File: config.mk
export PLATFORM = sky130hd
export DESIGN_NAME = line_follow_obstacle_controller
export DESIGN_NICKNAME = d
export VERILOG_FILES = /design/src/hdl/lfoc_pkg.sv /design/src/hdl/lfoc_ranger.sv /design/src/hdl/line_follow_obstacle_controller.sv
export VERILOG_INCLUDE_DIRS = /design/src /design/src/hdl
export SDC_FILE = /design/constraint.sdc
export NUM_CORES = 1
export LEC_CHECK = 0
export ABC_AREA = 0
export BUFFER_PORTS_ARGS = -buffer_cell sky130_fd_sc_hd__clkbuf_2
export CORE_MARGIN = 3
export CORE_UTILIZATION = 25
export CTS_CLUSTER_SIZE = 25
export DETAILED_ROUTE_END_ITERATION = 16
export MAX_ROUTING_LAYER = met4
export SLEW_MARGIN = 10
export SYNTH_ARGS = -nofsm -noshare
export SYNTH_HDL_FRONTEND = slang
export SYNTH_SLANG_ARGS = --single-unit
File: constraint.sdc
create_clock -name clk -period 9.76 [get_ports clk]
set_clock_uncertainty 0.2 [all_clocks]
set_input_delay 2.928 -clock clk [delete_from_list [all_inputs] [get_ports clk]]
set_output_delay 2.928 -clock clk [all_outputs]
set_load 0.02 [all_outputs]
File: src/hdl/line_follow_obstacle_controller_macros.svh
// ----------------------------------------------------------------------------
// line follower controller assertion macros
// shared property forms for same-cycle and next-cycle checks
// ----------------------------------------------------------------------------
`ifndef LINE_FOLLOW_OBSTACLE_CONTROLLER_MACROS_SVH
`define LINE_FOLLOW_OBSTACLE_CONTROLLER_MACROS_SVH

// antecedent implies consequent in the same cycle
`define LFOC_ASSERT_NOW(label, ante, cons, msg) \
  label: assert property (@(posedge clk) disable iff (!rst_n) (ante) |-> (cons)) \
    else $error(msg);

// antecedent implies consequent in the next cycle
`define LFOC_ASSERT_NEXT(label, ante, cons, msg) \
  label: assert property (@(posedge clk) disable iff (!rst_n) (ante) |=> (cons)) \
    else $error(msg);

`endif

File: src/hdl/lfoc_pkg.sv
// ----------------------------------------------------------------------------
// lfoc_pkg
// types and constants of the line follower controller with obstacle stop
// ----------------------------------------------------------------------------
package lfoc_pkg;

  localparam int DUTY_W  = 10;
  localparam int DIST_W  = 12;
  localparam int TIME_W  = 16;
  localparam int TRIG_W  = 8;
  localparam int CFG_IDX_W  = 3;
  localparam int CFG_DATA_W = 12;
  localparam int IN_DATA_W  = 24;
  localparam int OUT_DATA_W = 40;

  // distance = floor(width * 46 / 1000) = (width * DIST_RECIP) >> DIST_SHIFT
  localparam int DIST_SHIFT = 25;
  localparam int RECIP_W    = 21;
  localparam logic [RECIP_W-1:0] DIST_RECIP = 21'd1543504;
  localparam int PROD_W     = TIME_W + RECIP_W;

  localparam logic [DIST_W-1:0] DIST_RESET = 12'd999;

  typedef enum logic [2:0] {
    MODE_STOP     = 3'd0,
    MODE_FORWARD  = 3'd1,
    MODE_LEFT     = 3'd2,
    MODE_RIGHT    = 3'd3,
    MODE_OBSTACLE = 3'd4
  } mode_t;

  typedef enum logic [CFG_IDX_W-1:0] {
    CFG_FWD_RIGHT = 3'd0,
    CFG_FWD_LEFT  = 3'd1,
    CFG_TURN_FAST = 3'd2,
    CFG_TURN_SLOW = 3'd3,
    CFG_OBST_LIM  = 3'd4,
    CFG_TRIG_PER  = 3'd5
  } cfg_idx_t;

  localparam logic KIND_CAPTURE = 1'b0;
  localparam logic KIND_TICK    = 1'b1;

  typedef struct packed {
    logic              capture_en;
    logic              tick_en;
    logic [TIME_W-1:0] capture_time;
  } range_ev_t;

endpackage

File: src/hdl/lfoc_ranger.sv
// ----------------------------------------------------------------------------
// lfoc_ranger
// echo edge pairing, pulse width capture and distance conversion
// ----------------------------------------------------------------------------
module lfoc_ranger (
  input  logic                      clk,
  input  logic                      rst_n,
  input  lfoc_pkg::range_ev_t       ev,
  output logic [lfoc_pkg::DIST_W-1:0] distance_now
);
  import lfoc_pkg::*;

  logic [TIME_W-1:0] edge_start_r;
  logic [TIME_W-1:0] pulse_width_r;
  logic              awaiting_end_r;
  logic              pulse_pending_r;
  logic [DIST_W-1:0] distance_r;
  logic [PROD_W-1:0] prod;
  logic [DIST_W-1:0] dist_calc;

  assign prod      = {{RECIP_W{1'b0}}, pulse_width_r} * {{TIME_W{1'b0}}, DIST_RECIP};
  assign dist_calc = prod[DIST_SHIFT +: DIST_W];
  assign distance_now = pulse_pending_r ? dist_calc : distance_r;

  always_ff @(posedge clk) begin
    if (ev.capture_en) begin
      if (!awaiting_end_r) begin
        edge_start_r <= ev.capture_time;
      end else begin
        pulse_width_r <= ev.capture_time - edge_start_r;
      end
    end
  end

  always_ff @(posedge clk) begin
    if (!rst_n) begin
      awaiting_end_r  <= 1'b0;
      pulse_pending_r <= 1'b0;
      distance_r      <= DIST_RESET;
    end else if (ev.capture_en) begin
      awaiting_end_r <= !awaiting_end_r;
      if (awaiting_end_r) begin
        pulse_pending_r <= 1'b1;
      end
    end else if (ev.tick_en && pulse_pending_r) begin
      distance_r      <= dist_calc;
      pulse_pending_r <= 1'b0;
    end
  end

endmodule

File: src/hdl/line_follow_obstacle_controller.sv
// an item is registered in the input register, and a tick's result is then registered
// in the result register; a tick waits while a result is held and out_tready is low
// throughput: one item per cycle unless a tick waits on a held result; the pulse width
// times reciprocal multiply on the distance path into the mode compare sets the cycle
// reset (rst_n low, synchronous): control and config registers to defaults, distance 999, no result held
// ----------------------------------------------------------------------------
// line_follow_obstacle_controller
// line follower mode control with ultrasonic obstacle stop and trigger divider
// ----------------------------------------------------------------------------
`include "line_follow_obstacle_controller_macros.svh"

module line_follow_obstacle_controller (
  input  logic                                clk,
  input  logic                                rst_n,
  input  logic                                in_tvalid,
  output logic                                in_tready,
  input  logic [lfoc_pkg::IN_DATA_W-1:0]      in_tdata,   // capture_time, left_level, right_level
  input  logic                                in_tuser,   // kind
  output logic                                out_tvalid,
  input  logic                                out_tready,
  output logic [lfoc_pkg::OUT_DATA_W-1:0]     out_tdata,  // left_duty, right_duty, blue_led,
                                                          // green_led, trigger_fire, mode,
                                                          // distance_now
  input  logic                                cfg_valid,
  output logic                                cfg_ready,
  input  logic [lfoc_pkg::CFG_IDX_W-1:0]      cfg_index,
  input  logic [lfoc_pkg::CFG_DATA_W-1:0]     cfg_data
);
  import lfoc_pkg::*;

  logic [DUTY_W-1:0] fwd_right_r, fwd_left_r, turn_fast_r, turn_slow_r;
  logic [DIST_W-1:0] obst_lim_r;
  logic [TRIG_W-1:0] trig_per_r;
  logic [TRIG_W-1:0] trig_cnt_r;

  logic              s1_valid_r;
  logic              s1_kind_r;
  logic [TIME_W-1:0] s1_time_r;
  logic              s1_left_r, s1_right_r;
  logic              s1_adv;

  logic                  out_valid_r;
  logic [OUT_DATA_W-1:0] out_data_r;
  logic [OUT_DATA_W-1:0] out_data_nxt;

  range_ev_t         ev;
  logic [DIST_W-1:0] dist_now;
  logic              fire;
  logic              line_l, line_r;
  mode_t             mode;
  logic [DUTY_W-1:0] ltd, rtd;
  logic              blue, green;

  // config writes
  assign cfg_ready = 1'b1;

  always_ff @(posedge clk) begin
    if (!rst_n) begin
      fwd_right_r <= 10'd1000;
      fwd_left_r  <= 10'd912;
      turn_fast_r <= 10'd750;
      turn_slow_r <= 10'd550;
      obst_lim_r  <= 12'd20;
      trig_per_r  <= 8'd5;
    end else if (cfg_valid) begin
      unique case (cfg_index)
        CFG_FWD_RIGHT: fwd_right_r <= cfg_data[DUTY_W-1:0];
        CFG_FWD_LEFT:  fwd_left_r  <= cfg_data[DUTY_W-1:0];
        CFG_TURN_FAST: turn_fast_r <= cfg_data[DUTY_W-1:0];
        CFG_TURN_SLOW: turn_slow_r <= cfg_data[DUTY_W-1:0];
        CFG_OBST_LIM:  obst_lim_r  <= cfg_data[DIST_W-1:0];
        CFG_TRIG_PER:  trig_per_r  <= cfg_data[TRIG_W-1:0];
        default: ;
      endcase
    end
  end

  // input register
  assign s1_adv    = s1_valid_r && (s1_kind_r == KIND_CAPTURE || !out_valid_r || out_tready);
  assign in_tready = !s1_valid_r || s1_adv;

  always_ff @(posedge clk) begin
    if (!rst_n) begin
      s1_valid_r <= 1'b0;
    end else if (in_tready) begin
      s1_valid_r <= in_tvalid;
    end
  end

  always_ff @(posedge clk) begin
    if (in_tready && in_tvalid) begin
      s1_kind_r  <= in_tuser;
      s1_time_r  <= in_tdata[TIME_W-1:0];
      s1_left_r  <= in_tdata[TIME_W];
      s1_right_r <= in_tdata[TIME_W+1];
    end
  end

  // ranging
  assign ev.capture_en   = s1_adv && s1_kind_r == KIND_CAPTURE;
  assign ev.tick_en      = s1_adv && s1_kind_r == KIND_TICK;
  assign ev.capture_time = s1_time_r;

  lfoc_ranger u_ranger (
    .clk          (clk),
    .rst_n        (rst_n),
    .ev           (ev),
    .distance_now (dist_now)
  );

  // trigger divider
  assign fire = trig_cnt_r >= trig_per_r;

  always_ff @(posedge clk) begin
    if (!rst_n) begin
      trig_cnt_r <= '0;
    end else if (ev.tick_en) begin
      trig_cnt_r <= fire ? '0 : trig_cnt_r + 8'd1;
    end
  end

  // mode choice
  assign line_l = !s1_left_r;
  assign line_r = !s1_right_r;

  always_comb begin
    priority if (dist_now != '0 && dist_now <= obst_lim_r) begin
      mode = MODE_OBSTACLE; ltd = '0; rtd = '0; blue = 1'b1; green = 1'b1;
    end else if (line_l && line_r) begin
      mode = MODE_FORWARD; ltd = fwd_left_r; rtd = fwd_right_r; blue = 1'b1; green = 1'b1;
    end else if (line_l) begin
      mode = MODE_RIGHT; ltd = turn_fast_r; rtd = turn_slow_r; blue = 1'b0; green = 1'b1;
    end else if (line_r) begin
      mode = MODE_LEFT; ltd = turn_slow_r; rtd = turn_fast_r; blue = 1'b1; green = 1'b0;
    end else begin
      mode = MODE_STOP; ltd = '0; rtd = '0; blue = 1'b0; green = 1'b0;
    end
  end

  assign out_data_nxt = {2'b00, dist_now, mode, fire, green, blue, rtd, ltd};

  // result register
  always_ff @(posedge clk) begin
    if (!rst_n) begin
      out_valid_r <= 1'b0;
    end else if (ev.tick_en) begin
      out_valid_r <= 1'b1;
    end else if (out_tready) begin
      out_valid_r <= 1'b0;
    end
  end

  always_ff @(posedge clk) begin
    if (ev.tick_en) begin
      out_data_r <= out_data_nxt;
    end
  end

  assign out_tvalid = out_valid_r;
  assign out_tdata  = out_data_r;

  `LFOC_ASSERT_NOW(a_obst_stops, out_valid_r && out_data_r[25:23] == MODE_OBSTACLE,
    out_data_r[19:0] == '0, "obstacle result with nonzero duty")
  `LFOC_ASSERT_NEXT(a_fire_clears, ev.tick_en && fire, trig_cnt_r == '0,
    "trigger count not cleared after fire")
  `LFOC_ASSERT_NEXT(a_capture_silent, ev.capture_en && out_tready,
    !out_valid_r, "capture edge produced a result")
  `LFOC_ASSERT_NOW(a_dist_range, out_valid_r, out_data_r[37:26] <= 12'd3014,
    "distance out of range")

endmodule
==> results summary <==
In the detailed route, the total length drawn on met2 is 14,400 µm. The share of cells above drive strength 1 is 0.123. The critical path is of the reg -> reg type. The commonest cells after synthesis are 214 x inv_1, 171 x ha_1, 170 x nand2_1, 92 x fa_1, 89 x edfxtp_1. The initial core utilization is 0.254. The path class of the tightest hold or removal check is reg -> reg.

The post-DP HPWL is 22,700 µm. The TritonCTS clock tree is yes. The type of destination of the critical path is a register. The maximum net fanout on the critical path is 25. In this run the remaining antenna-violating nets after routing total 0. The tool flagged a number of max-cap violations equal to 0. The number of instances on the worst hold path came out at 2. By instance count, the cell type seen most on the critical path is fa_1. The remaining routing DRC violations came out at 0.

The count of different cell masters after synthesis came out at 78. For this run, the top clock speed supported by timing is 0.118 GHz. The final-report hold violation count came out at 0. The startpoint identified for the worst hold timing path is obst_lim_r[10]$_SDFFE_PN0P_. The floorplan row count is 83.

Setup repair after global routing left no endpoint under its margin. The biggest cell delay along the critical path came out at 850 ps. The wire length the detailed router placed on met1 came out at ~13,000 µm.

The worst voltage drop across the vdd grid came out at 0.120 mV. The final standard cell count with taps included and fillers excluded came out at 2,083. The startpoint type of the worst setup path is a register. The clock drives 173 sinks.

The area taken by multi-input logic gates came out at 0.00775 mm². The initial antenna violation count is 0. The cell area after placement came out at 0.0142 mm².

The H-tree was split into 4 levels. inv_1 is the most common cell in the netlist. The power share of the combinational group is 0.216. In this run, the number of DRC markers left after iteration 0 of detailed routing was 477.

The die area is 0.0551 mm². The cell leakage power came out at 0.00664 µW. The number of iterations in the first detailed-routing pass came out at 5.

The leading register cell type out of synthesis is edfxtp_1. The total of cells resized after clock tree synthesis is 0. The depth of the worst register-to-register path is 25.

The total setup buffers inserted after CTS is 0. The chip width came out at about 230 µm. In the finished design, the share of the clock period the worst path needs comes to 0.867. Dividing the detail-routed wire length by the instance count gives about 14 µm. The via count of the first global-routing pass is 9,405. After synthesis the netlist holds a flip-flop and latch count of ~170. The count of final setup violators is 0. The final global-route overflow total is 0.

The number of port buffers is 78. The required time of the worst setup path is 9720 ps. The number of CTS-inserted buffers came out at 17.

The total standard cell area after synthesis came out at between 0.01 and 0.015 mm². The net switching component of the power came out at 606 µW. The via density per instance came out at roughly 4.4. edfxtp_1 takes more of the synthesized area than any other cell. The tree is rooted in a clkbuf_16.

Summing internal, switching and leakage power gives approximately 1900 µW. The slew at the pin closest to its max-slew limit came out at 1080 ps. The max-slew violation count is 0. The placeable core region is slightly above 0.05 mm². The highest signal layer in the routed design is met4. The total number of vias came out at 9,094. The number of cells after detailed placement is 2,051.

The power share of the clock group is 0.364. Dividing total power by cell area gives a power density of between 100 and 150 mW/mm². The cell count after synthesis is 1,321. The final weighted congestion in routability-driven placement came out at around 0.88. The post-CTS clock slew at the launch and capture registers of the worst setup and hold paths came out at 80 ps. The final layout contains routed wiring with a total length of 28,600 µm. After filler insertion, the fill cell instance count of the layout stands at 5,424.

The first global-routing pass estimated 47,600 µm of wire. Summing all non-filler instances in the final layout gives an area of 0.0148 mm². The startpoint identified for the worst register-to-register timing path is u_ranger.pulse_width_r[5]$_DFFE_PP_. The clock reaches the later pin of the worst-skew pair after 450 ps.

Pin placement for this block handled 88 I/O pins. The area added between synthesis and finish is 13.1%. The hold-fix buffer count after cts came out at 0. The slack of the worst reg-to-reg path is 1300 ps. The worst path buffer plus inverter count came out at 4. The worst path arrival time came out at 8420 ps. Summing all flip-flop and latch instances after layout gives roughly 0.0044 mm². The smallest clock period supported by the final layout is computed as 8460 ps. The async set or reset register ratio after synthesis came out at 0. Yosys mapped a number of flops with a built-in enable equal to 89.

Wire segments on met3 add up to 554 µm in the final route. Of the total power, registers draw 0.421. The setup slack after placement came out at 1290 ps. Setup slack on the critical path of the routed design comes to 1300 ps. The maximum number of buffers from clock root to sink is 2. The synthesized area per cell is a little under 10 µm². The final layout contains about 1.7k nets. Of the synthesized area, sequential elements account for 0.333.

The worst hold endpoint is obst_lim_r[10]$_SDFFE_PN0P_. Across every metal layer, demand over resource in global routing totals 0.108. The largest delay contributor family on the critical path is adder cells. The worst register-to-register path ends at out_tdata[1]$_SDFFCE_PP0P_. The worst slew slack as a fraction of its limit came out at 0.278. The maximum number of pins on one net before global-route repair came out at 79. The run finished with clean final reports. The proportion of total power due to net switching is 0.319. From bottom edge to top edge, the die measures 235 µm. Yosys printed 0 warnings.

The slowest stage of the critical path is the a41oi_4 cell. Ranked by total cell area, the synthesized netlist is headed by edfxtp_1 20%, ha_1 16%, fa_1 14%. The internal power of the cells totals 1300 µW. Summed over all failing endpoints, the final setup total negative slack is 0 ps. The number of antenna diodes in the final layout is 0.

The share of the synthesized area in the top cell type came out at 0.204.
[power by group through the flow]
stage | clock network, µW | logic (µW) | registers, µW
3_5_place_dp | 0 | 412 | 818
5_1_grt | 739 | 467 | 803
6_report | 692 | 411 | 800
3_3_place_gp | 0 | 405 | 817
2_1_floorplan | 0 | 313 | 818
4_1_cts | 715 | 416 | 801
[worst reg2reg max path, stage by stage (launching register included)]
cell and delay, ps:
edfxtp_1 570, fa_1 620, inv_1 70, fa_1 530, inv_1 50, fa_1 530
fa_1 440, fa_1 540, inv_1 50, fa_1 520, inv_1 40, ha_1 320
and4_4 250, and2_2 170, o211ai_1 190, o22a_4 290, a2111oi_1 390, a211o_1 300
ha_1 300, a21o_1 190, a21o_1 160, a21oi_1 140, o221ai_1 130, o21a_1 150
a41oi_4 850, nor2_1 160
[placed cells by master, fill, tap and decap left out, types with 8 or more instances in the layout]
cell type / synthesis / final
inv_1: 214 / 214
ha_1: 171 / 171
nand2_1: 170 / 170
fa_1: 92 / 92
edfxtp_1: 89 / 89
dfxtp_1: 84 / 84
clkbuf_2: 0 / 78
nor2_1: 60 / 59
a21oi_1: 52 / 52
nand3_1: 42 / 42
a21boi_0: 35 / 35
mux2i_1: 22 / 22
xnor2_1: 22 / 22
nor2_2: 19 / 19
clkbuf_16: 0 / 17
a21o_1: 16 / 16
o21ai_0: 15 / 15
o211ai_1: 13 / 13
xor2_1: 11 / 11
nor2b_1: 10 / 10
and3_1: 10 / 10
o21ai_1: 10 / 10
nand4_1: 9 / 9
nor3_1: 9 / 9
a211oi_1: 8 / 8
[metal layers]
layer | vias to the layer above | GRT usage
li1 | 4556 | -
met1 | 4396 | 0.131
met2 | 104 | 0.183
met3 | 38 | 0.0149
met4 | 0 | 0.0416
met5 | - | -
[metrics by stage]
step            util  hold WS [ps]
6_report       0.287           257
5_1_grt        0.287           274
4_1_cts        0.287           259
3_5_place_dp   0.276           246
3_3_place_gp   0.276           244
2_1_floorplan      -           226
[worst max path at each step]
stage / start / endpoint / slack (ps) / depth (start not counted)
detailed placement: u_ranger.pulse_width_r[5]$_DFFE_PP_ / out_tdata[1]$_SDFFCE_PP0P_ / 1290 / 25
finish: u_ranger.pulse_width_r[5]$_DFFE_PP_ / out_tdata[1]$_SDFFCE_PP0P_ / 1300 / 25
floorplan: u_ranger.pulse_width_r[5]$_DFFE_PP_ / out_tdata[10]$_SDFFCE_PP0P_ / 2430 / 27
global placement: u_ranger.pulse_width_r[5]$_DFFE_PP_ / out_tdata[1]$_SDFFCE_PP0P_ / 1410 / 25
CTS: u_ranger.pulse_width_r[5]$_DFFE_PP_ / out_tdata[1]$_SDFFCE_PP0P_ / 1260 / 25
global route: u_ranger.pulse_width_r[5]$_DFFE_PP_ / out_tdata[0]$_SDFFCE_PP0P_ / 860 / 25
[final cells by class]
class                           instances  share of cell area
Multi-Input combinational cell        897               0.523
Timing Repair Buffer                   84              0.0294
Tap cell                              680              0.0575
Inverter                              217              0.0550
Sequential cell                       173               0.294
Clock buffer                           17              0.0287
Clock inverter                         15              0.0117
[logic make-up (layout without fill, tap and decap cells)]
| kind of cell | count (synthesis) | count (layout) | share of synthesized area |
|---|---|---|---|
| simple gates | 369 | 369 | 0.131 |
| fa+ha+maj | 263 | 263 | 0.304 |
| buf+inv | 252 | 333 | 0.0772 |
| compound gates | 204 | 204 | 0.113 |
| flops | 173 | 173 | 0.333 |
| xor+xnor | 33 | 33 | 0.0221 |
| mux | 25 | 25 | 0.0194 |
| other cells | 2 | 3 | 0.000574 |
[registers in the layout (all words and copies together), names as in the netlist, 10 cells and up]
register and flops:
u_ranger.edge_start_r 16, u_ranger.distance_r 12, turn_slow_r 10, u_ranger.pulse_width_r 16, obst_lim_r 12, turn_fast_r 10
fwd_left_r 10, out_tdata 38, fwd_right_r 10, s1_time_r 16
Power figures use the tool's default switching activity.
